--- src/hdl/fsa_pkg.sv ---
`timescale 1ns / 1ps
// shared types and constants of the free list slot allocator
package fsa_pkg;

    localparam int FUNC_W  = 2;
    localparam int SLOT_W  = 10;
    localparam int OFS_W   = 22;
    localparam int STAT_W  = 2;
    localparam int BYTES_W = 13;
    localparam int COUNT_W = 11;
    localparam int DATA_W  = 32;
    localparam int ADDR_W  = 3;

    localparam logic [FUNC_W-1:0] FUNC_ALLOC  = 2'd0;
    localparam logic [FUNC_W-1:0] FUNC_FREE   = 2'd1;
    localparam logic [FUNC_W-1:0] FUNC_REINIT = 2'd2;

    localparam logic [STAT_W-1:0] ST_OK    = 2'd0;
    localparam logic [STAT_W-1:0] ST_EMPTY = 2'd1;
    localparam logic [STAT_W-1:0] ST_RANGE = 2'd2;

    localparam logic REG_SLOT_BYTES = 1'b0;
    localparam logic REG_SLOT_COUNT = 1'b1;

    localparam logic [BYTES_W-1:0] SLOT_BYTES_RST = 13'd8;
    localparam logic [COUNT_W-1:0] SLOT_COUNT_RST = 11'd1024;

    typedef struct packed {
        logic accept;
        logic execute;
        logic sweep_load;
        logic sweep_step;
    } t_dp_cmd;

    typedef struct packed {
        logic sweep_last;
    } t_dp_stat;

endpackage

--- src/hdl/fsa_regs.sv ---
`timescale 1ns / 1ps
// apb configuration registers: slot size and slot count
module fsa_regs
    import fsa_pkg::*;
(
    input  logic               i_clk,
    input  logic               i_rst_n,
    input  logic               psel,
    input  logic               penable,
    input  logic               pwrite,
    input  logic [ADDR_W-1:0]  paddr,
    input  logic [DATA_W-1:0]  pwdata,
    output logic [DATA_W-1:0]  prdata,
    output logic               pready,
    output logic [BYTES_W-1:0] o_slot_bytes,
    output logic [COUNT_W-1:0] o_slot_count
);

    logic [BYTES_W-1:0] r_slot_bytes;
    logic [COUNT_W-1:0] r_slot_count;
    logic               w_wr;

    assign w_wr   = psel && penable && pwrite;
    assign pready = 1'b1;

    always_ff @(posedge i_clk) begin
        if (!i_rst_n) begin
            r_slot_bytes <= SLOT_BYTES_RST;
            r_slot_count <= SLOT_COUNT_RST;
        end else if (w_wr) begin
            unique case (paddr[2])
                REG_SLOT_BYTES: r_slot_bytes <= pwdata[BYTES_W-1:0];
                REG_SLOT_COUNT: r_slot_count <= pwdata[COUNT_W-1:0];
                default: ;
            endcase
        end
    end

    always_comb begin
        unique case (paddr[2])
            REG_SLOT_BYTES: prdata = DATA_W'(r_slot_bytes);
            REG_SLOT_COUNT: prdata = DATA_W'(r_slot_count);
            default:        prdata = '0;
        endcase
    end

    assign o_slot_bytes = r_slot_bytes;
    assign o_slot_count = r_slot_count;

endmodule

--- config.mk ---
export PLATFORM = sky130hd
export DESIGN_NAME = fsa_regs
export DESIGN_NICKNAME = d
export VERILOG_FILES = /design/src/hdl/fsa_pkg.sv /design/src/hdl/fsa_regs.sv
export SDC_FILE = /design/constraint.sdc
export NUM_CORES = 1
export LEC_CHECK = 0
export BUFFER_PORTS_ARGS = -buffer_cell sky130_fd_sc_hd__buf_2
export CAP_MARGIN = 20
export CORE_ASPECT_RATIO = 1.4
export CORE_MARGIN = 1.5
export CORE_UTILIZATION = 42
export DETAILED_ROUTE_END_ITERATION = 16
export PLACE_DENSITY = 0.86
export SLEW_MARGIN = 20
export SYNTH_ARGS = -nofsm -noshare
export SYNTH_HDL_FRONTEND = slang
export SYNTH_SLANG_ARGS = --single-unit
--- constraint.sdc ---
create_clock -name i_clk -period 2.56 [get_ports i_clk]
set_clock_uncertainty 0.2 [all_clocks]
set_input_delay 0.768 -clock i_clk [delete_from_list [all_inputs] [get_ports i_clk]]
set_output_delay 0.768 -clock i_clk [all_outputs]
set_load 0.01 [all_outputs]
==> results.md <==
- Setup violators final: 0
- Via count: 992
- Synth Area in Simple Gates: 14.98%
- Routing usage on met2: 25.51%
- Row count: 23
- Full die area: 3282 um2
- Synth area leaders: dfxtp_1 39%, mux2i_1 19%, buf_4 12%
- F_max: 409.9 MHz
- Routed Antenna Nets: 0
- TritonCTS buffer count: 3
- Die Y: 67.19 um
- Most numerous cell in the Yosys netlist: nand2_1
- Final Hold Vio Count: 0
- Max rail drop VDD: 0.0002909 V
- Relative slew slack: 56.92%
- Hold path start: o_slot_bytes[1]
- Status: complete, no violations
- Post_cts resized: 1
- Initial DRC count: 13
- DR WL/cell: 10.83 um
- H-tree depth: 1
- #FFs+latches synth: 24
- CTS tree: yes
- Post-synth top flop: dfxtp_1
- CP startpoint: paddr[2]
- Post-synth EDFFs: 0
- Met3 Track Usage GR: 1.327%
- First-pass GRT wire length: 3581 um
- Clock buffer depth: 2
- Initial antenna violation count: 0
- Die Span X: 48.85 um
- Synth Area in Compound Gates: 0%
- Period utilisation layout: 95.30%
- Dpl cell area: 1441 um2
- Cell area after layout: 1499 um2
- DR vias/cell: 4.509
- Port Buffers: 55
- Synth Area in XOR/XNOR: 0%
- CP arrival: 1.47 ns
- Worst path cell trace: buf_4 -> mux2_2 -> buf_2
- Final HPWL DP: 1714 um
- Mapped Area: 1236 um2
- Critical Path Source Type: input pin
- Top cell type's share of synthesized area: 38.87%
- Critical path required time: 1.59 ns
- CTS Root Cell: clkbuf_8
- N_diodes: 0
- Core area: 2820 um2
- Clock Latency Late Sink: 0.26 ns
- Finished Core Util: 53.15%
- Sequential area share after synthesis: 38.87%
- Reg2Reg Launch Point: o_slot_bytes[2]
- IO Pins: 97
- Mean Syn Cell Area: 9.365 um2
- Worst path max stage delay: 0.35 ns
- Filler cells: 296
- Slowest CP cell: mux2_2
- CP top delay family: buffers and inverters
- RSZ-0062 raised after global routing: no
- Largest net degree at the start of global routing: 40
- Commonest cells in the netlist: 35 x nand2_1, 24 x dfxtp_1, 24 x mux2i_1
- Overall power: 731.4 uW
- GRT overflow: 0
- Mux cell area share after synthesis: 29.45%
- Ys async rst share: 0%
- Worst min path class: reg2reg
- PwrDens: 488.0 nW/um2
- Worst Tran Pin Value: 0.6461 ns
- Crit path max fanout: 15
- Setup TNS: 0 ns
- Final Max Tran Viols: 0
- GR peak layer: met2
- Largest area contributor in the netlist: dfxtp_1
- Area grow syn2layout: 21.26%
- Ys Warns: 0
- CTS Hold Buffers Added: 0
- Vias in the first global route: 801
- Initial Utilization: 43.83%
- Crit path buffers/inverters: 2
- R2R setup slack: 1.73 ns
- Clock sinks: 24
- Placer congestion estimate: 0.6658
- Initial DRT Pass Iterations: 2
- Multi-input gate area: 624.3 um2
- GRT Resource Usage Total: 13.88%
- Leak: 0.8183 nW
- Cells after Synth: 132
- Drc violations: 0
- Largest family of logic cells by synthesized area: multiplexers
- Reg clk slew, reported paths: 0.08 ns
- Layout cell share with drive strength beyond 1: 39.34%
- Post-CTS setup buffers: 0
- Max Cap Violations: 0
- Final WL: 2382 um
- Yosys cell types: 12
- Met1 usage: 16.37%
- Setup crit end kind: output pin
- Final Net Count: 224
- Min Tclk post-route: 2.440 ns
- Adder and majority gate portion of the synthesized area: 0%
- Critical path class: in2out
- Register area: 480.5 um2
report_power, final:
part | switching (mW) | internal (mW) | total [mW]
Combinational | 0.0556 | 0.0383 | 0.0939
Clock | 0.114 | 0.137 | 0.251
Sequential | 0.00550 | 0.381 | 0.387
Total | 0.175 | 0.557 | 0.731
cell type report:
cell class,instances,area share [%]
Multi-Input combinational cell,98,41.65
Sequential cell,24,32.05
Timing Repair Buffer,57,19.53
Clock buffer,4,3.673
Tap cell,37,3.088
cell families (layout without fill, tap and decap cells):
| group | after synthesis | in the layout |
|---|---|---|
| AND/OR/NAND/NOR | 43 | 43 |
| multiplexers | 35 | 35 |
| buffers and inverters | 28 | 61 |
| flip-flops | 24 | 24 |
| other | 2 | 20 |
flip-flops by register name, indices dropped and copies added (netlist names):
signal,flops
o_slot_bytes,13
o_slot_count,11
tightest hold or removal path, stage by stage (launching register included):
cell     delay, ns
dfxtp_1       0.32
nand2_1       0.06
mux2i_1       0.05
final timing paths:
kind / to / cells after the start
worst max-delay path: prdata[7] / 3
worst min-delay path: o_slot_bytes[1] / 2
worst max register to register: o_slot_bytes[2] / 2
worst min register to register: o_slot_bytes[1] / 2
cell usage in the layout, fill, tap and decap left out, drive strengths merged:
cell	synthesis	layout
buf	25	57
nand2	35	35
mux2i	24	24
dfxtp	24	24
conb	2	20
mux2	11	11
nor2b	6	6
clkbuf	3	4
and4b	1	1
nand4	1	1
layer usage:
| layer | routed length [um] | part of all wire [%] | vias up |
|---|---|---|---|
| met5 | 0 | 0 | - |
| met4 | 22 | 0.92 | 0 |
| li1 | - | - | 490 |
| met1 | 1073 | 45 | 457 |
| met3 | 107 | 4.5 | 2 |
| met2 | 1177 | 49 | 43 |
metrics by stage:
stage / hold slack (ns) / setup slack, ns / cells
6_report: 0.2714 / 0.1204 / 220
5_1_grt: 0.2907 / 0.08107 / 220
4_1_cts: 0.2763 / 0.1107 / 220
3_5_place_dp: 0.2621 / -0.005689 / 216
3_3_place_gp: 0.2515 / 0.0008314 / 216
2_1_floorplan: 0.2868 / 0.2694 / 150
No activity file was read; power rests on OpenSTA's default activity.
