`src/hdl/fsa_pkg.sv`:
```
`timescale 1ns / 1ps
// shared types and constants of the free list slot allocator
package fsa_pkg;

    localparam int FUNC_W  = 2;
    localparam int SLOT_W  = 10;
    localparam int OFS_W   = 22;
    localparam int STAT_W  = 2;
    localparam int BYTES_W = 13;
    localparam int COUNT_W = 11;
    localparam int DATA_W  = 32;
    localparam int ADDR_W  = 3;

    localparam logic [FUNC_W-1:0] FUNC_ALLOC  = 2'd0;
    localparam logic [FUNC_W-1:0] FUNC_FREE   = 2'd1;
    localparam logic [FUNC_W-1:0] FUNC_REINIT = 2'd2;

    localparam logic [STAT_W-1:0] ST_OK    = 2'd0;
    localparam logic [STAT_W-1:0] ST_EMPTY = 2'd1;
    localparam logic [STAT_W-1:0] ST_RANGE = 2'd2;

    localparam logic REG_SLOT_BYTES = 1'b0;
    localparam logic REG_SLOT_COUNT = 1'b1;

    localparam logic [BYTES_W-1:0] SLOT_BYTES_RST = 13'd8;
    localparam logic [COUNT_W-1:0] SLOT_COUNT_RST = 11'd1024;

    typedef struct packed {
        logic accept;
        logic execute;
        logic sweep_load;
        logic sweep_step;
    } t_dp_cmd;

    typedef struct packed {
        logic sweep_last;
    } t_dp_stat;

endpackage

```
`src/hdl/fsa_ctrl.sv`:
```
`timescale 1ns / 1ps
// controller: request sequencing and free list rebuild sweep
module fsa_ctrl
    import fsa_pkg::*;
(
    input  logic              i_clk,
    input  logic              i_rst_n,
    input  logic              i_start,
    input  logic [FUNC_W-1:0] i_func,
    input  t_dp_stat          i_stat,
    output t_dp_cmd           o_cmd,
    output logic              o_busy,
    output logic              o_done
);

    typedef enum logic [1:0] {
        S_LOAD,
        S_SWEEP,
        S_IDLE,
        S_EXEC
    } t_state;

    t_state r_state;
    logic   r_busy;
    logic   r_done;
    logic   r_report;
    logic   w_accept;

    assign w_accept = (r_state == S_IDLE) && i_start;

    always_ff @(posedge i_clk) begin
        if (!i_rst_n) begin
            r_state  <= S_LOAD;
            r_busy   <= 1'b1;
            r_done   <= 1'b0;
            r_report <= 1'b0;
        end else begin
            r_done <= 1'b0;
            unique case (r_state)
                S_IDLE: begin
                    if (w_accept) begin
                        r_busy <= 1'b1;
                        if (i_func == FUNC_REINIT) begin
                            r_state  <= S_LOAD;
                            r_report <= 1'b1;
                        end else begin
                            r_state <= S_EXEC;
                        end
                    end
                end
                S_EXEC: begin
                    r_state <= S_IDLE;
                    r_busy  <= 1'b0;
                    r_done  <= 1'b1;
                end
                S_LOAD: begin
                    r_state <= S_SWEEP;
                end
                S_SWEEP: begin
                    if (i_stat.sweep_last) begin
                        r_state  <= S_IDLE;
                        r_busy   <= 1'b0;
                        r_done   <= r_report;
                        r_report <= 1'b0;
                    end
                end
                default: begin
                    r_state <= S_IDLE;
                    r_busy  <= 1'b0;
                end
            endcase
        end
    end

    always_comb begin
        o_cmd.accept     = w_accept;
        o_cmd.execute    = (r_state == S_EXEC);
        o_cmd.sweep_load = (r_state == S_LOAD);
        o_cmd.sweep_step = (r_state == S_SWEEP);
    end

    assign o_busy = r_busy;
    assign o_done = r_done;

endmodule

```
`config.mk`:
```
export PLATFORM = sky130hd
export DESIGN_NAME = fsa_ctrl
export DESIGN_NICKNAME = d
export VERILOG_FILES = /design/src/hdl/fsa_pkg.sv /design/src/hdl/fsa_ctrl.sv
export SDC_FILE = /design/constraint.sdc
export NUM_CORES = 1
export LEC_CHECK = 0
export ABC_AREA = 1
export ABC_CLOCK_PERIOD_IN_PS = 2500
export BUFFER_PORTS_ARGS = -buffer_cell sky130_fd_sc_hd__buf_2
export CORE_AREA = 2 2 39 41
export CTS_BUF_LIST = sky130_fd_sc_hd__clkbuf_2
export DETAILED_ROUTE_END_ITERATION = 16
export DIE_AREA = 0 0 41 43
export PLACE_DENSITY_LB_ADDON = 0.2
export SETUP_SLACK_MARGIN = 0.3
export SLEW_MARGIN = 10
export SYNTH_ARGS = -nofsm -noshare
export SYNTH_HDL_FRONTEND = slang
export SYNTH_SLANG_ARGS = --single-unit
```
`constraint.sdc`:
```
create_clock -name i_clk -period 2.5 [get_ports i_clk]
set_input_delay 0.25 -clock i_clk [delete_from_list [all_inputs] [get_ports i_clk]]
set_output_delay 0.25 -clock i_clk [all_outputs]
set_load 0.01 [all_outputs]
```
==> qor.yml <==
job:
  max_cap_viol_count: 0
logic_synthesis:
  synth_area_per_cell_um2: 6.256
  synth_area_leaders: "dfxtp_1 (39%), nand2_1 (22%), inv_1 (10%)"
  syn-num-nets: 47
  synthCells: 41
  synth_area_leader_cell: "dfxtp_1"
  synth_area_um2: 256.5
  ys_seq_elements: 5
  synth_top_area_share: 0.3902
  ys_types: 10
  ys_warn_count: 0
  yosysSeqAreaShare: 0.3902
cells_and_area:
  drive_above_1_share: 0.3636
  syn2layout_area_growth_pct: 34.15
  post-route-cell-area_um2: 344.1
  nFillCells: 165
  nets: 62
  diodes: 0
  layout_common_cells: "nand2_1 (15), buf_2 (11), inv_1 (7), dfxtp_1 (5)"
  final_common_cell: "nand2_1"
place:
  placed_area_um2: 324.1
  place_congestion: 0.7018
  dp_hpwl_um: 463.7
  io_buffers: 11
clocking:
  path_clk_slew_ns: 0.05
  cts_sinks: 5
  root_buffer: "clkbuf_2"
  ctsLongestPathBuffers: 2
  cts.hold.buffers_added: 0
  htreeDepth: 1
  clkLatencyLatePin_ns: 0.21
  cts_resized: 0
  cts_buffers: 3
  post-cts-setup-buffers: 0
  cts_tree: "built"
global_routing:
  antenna_found_initial: 0
  grt_pass1_vias: 253
  grt_first_pass_wirelength_um: 903
  grt_util_all_layers: 0.07940
  overflow: 0
  grt_max_degree: 6
sta:
  max_freq_mhz: 802.5
  grt_setup_unrepaired: "no"
  slew_headroom: 0.8555
  worstMarginPinSlew_ns: 0.2165
  fin_setup_tns_ns: 0
  skew_ns: 0.001675
  setup_viol: 0
  fin_crit_sh: 0.4985
  layout_min_cycle_time_ns: 1.246
  hold_viol: 0
  slew_violations: 0
drt:
  vias: 270
  ant_nets: 0
  wirelength_um: 548
  dr.pass1.iters: 2
  wl_per_cell_um: 7.718
  drtIter0Drc: 1
  drc_errors: 0
  viasPerCell: 3.803
worst_setup_path:
  slowest_stage: "dfxtp_1"
  cp_top_family: "flip-flops"
  crit_type: "flop to output pin"
  critPathMaxStageDelay_ns: 0.43
  critPathBufInv: 3
  arrival_ns: 1.00
  crit_fanout: 5
  cp-end-kind: "output pin"
  crit_required_ns: 2.25
  setup.worst_path.start_class: "flop"
  path_cells: "inv_2 > nand2_1 > inv_1 > buf_2"
floorplan:
  row_count: 14
  die_y_um: 43
  die_width_um: 41
  core_area_um2: 1384
  floorplan.initialDensity: 0.1854
  io_pins: 12
  die_area_um2: 1763
power:
  cellPowerDensity_nw_per_um2: 785.3
  leakagePower_nw: 0.2034
  total_power_w: 0.0002702
  ir_drop_uv: 209.9
outcome:
  outcome: "finished, final reports clean"
worst_hold_path:
  hp-class: "primary input to flop"
## synthesized netlist by cell type
cell type,number
nand2_1,15
inv_1,7
dfxtp_1,5
a21oi_1,4
nor2_2,3
inv_2,2
nand3_1,2
buf_4,1
nor3_1,1
o21ai_0,1
## cell type report
class / count / area (um^2) / share of cell area
Multi-Input combinational cell: 26 / 115.1 / 0.3345
Sequential cell: 5 / 100.1 / 0.2909
Timing Repair Buffer: 11 / 55.05 / 0.1600
Inverter: 9 / 33.78 / 0.09818
Clock buffer: 4 / 20.02 / 0.05818
Tap cell: 16 / 20.02 / 0.05818
## report_power, final
part | switching [W] | total [W] | leakage, nW | internal [W]
clock | 0.0000318 | 0.0000741 | 0.0166 | 0.0000424
combinational | 0.0000555 | 0.0000915 | 0.146 | 0.0000360
sequential | 0.0000117 | 0.000105 | 0.0412 | 0.0000928
total | 0.0000990 | 0.000270 | 0.203 | 0.000171
## worst paths after layout
path,start,end,slack (ns),cells past startpoint
worst max-delay path,r_state[1],o_cmd[1],1.25,4
worst min-delay path,i_rst_n,o_busy,0.32,4
worst max register to register,r_state[1],r_state[0],1.55,6
worst min register to register,o_busy,o_busy,0.44,2
## worst register-to-register path, cell delays in order, from the launching register on
cell	delay, ns
dfxtp_1	0.43
inv_2	0.06
nor2_2	0.09
nand2_1	0.08
nand2_1	0.06
nand2_1	0.05
a21oi_1	0.11
## per-stage QoR
step / hold WS (ns) / setup WS [ns] / std cells / util
floorplan: 0.4095 / 1.569 / 41 / -
global placement: 0.4365 / 1.476 / 67 / 0.2342
finish: 0.3218 / 1.254 / 71 / 0.2486
global route: 0.3206 / 1.188 / 71 / 0.2486
detailed placement: 0.4363 / 1.472 / 67 / 0.2342
CTS: 0.3105 / 1.237 / 71 / 0.2486
## metal layers
layer,part of all wire,global-route usage
met5,0,0
met4,0.022,0.08000
met3,0.080,0.03665
met2,0.45,0.1063
met1,0.44,0.08387
## cell families (layout without fill, tap and decap cells)
logic type	count (synthesis)	after routing	synth area share
flops	5	5	0.3903
compound gates	5	5	0.09755
simple gates	21	21	0.3512
buf+inv	10	24	0.1610
## sequential cells by signal, summed over array words and instances (netlist names)
| register | count |
|---|---|
| o_busy | 1 |
| o_done | 1 |
| r_report | 1 |
| r_state | 2 |
No activity file was read; power rests on OpenSTA's default activity.
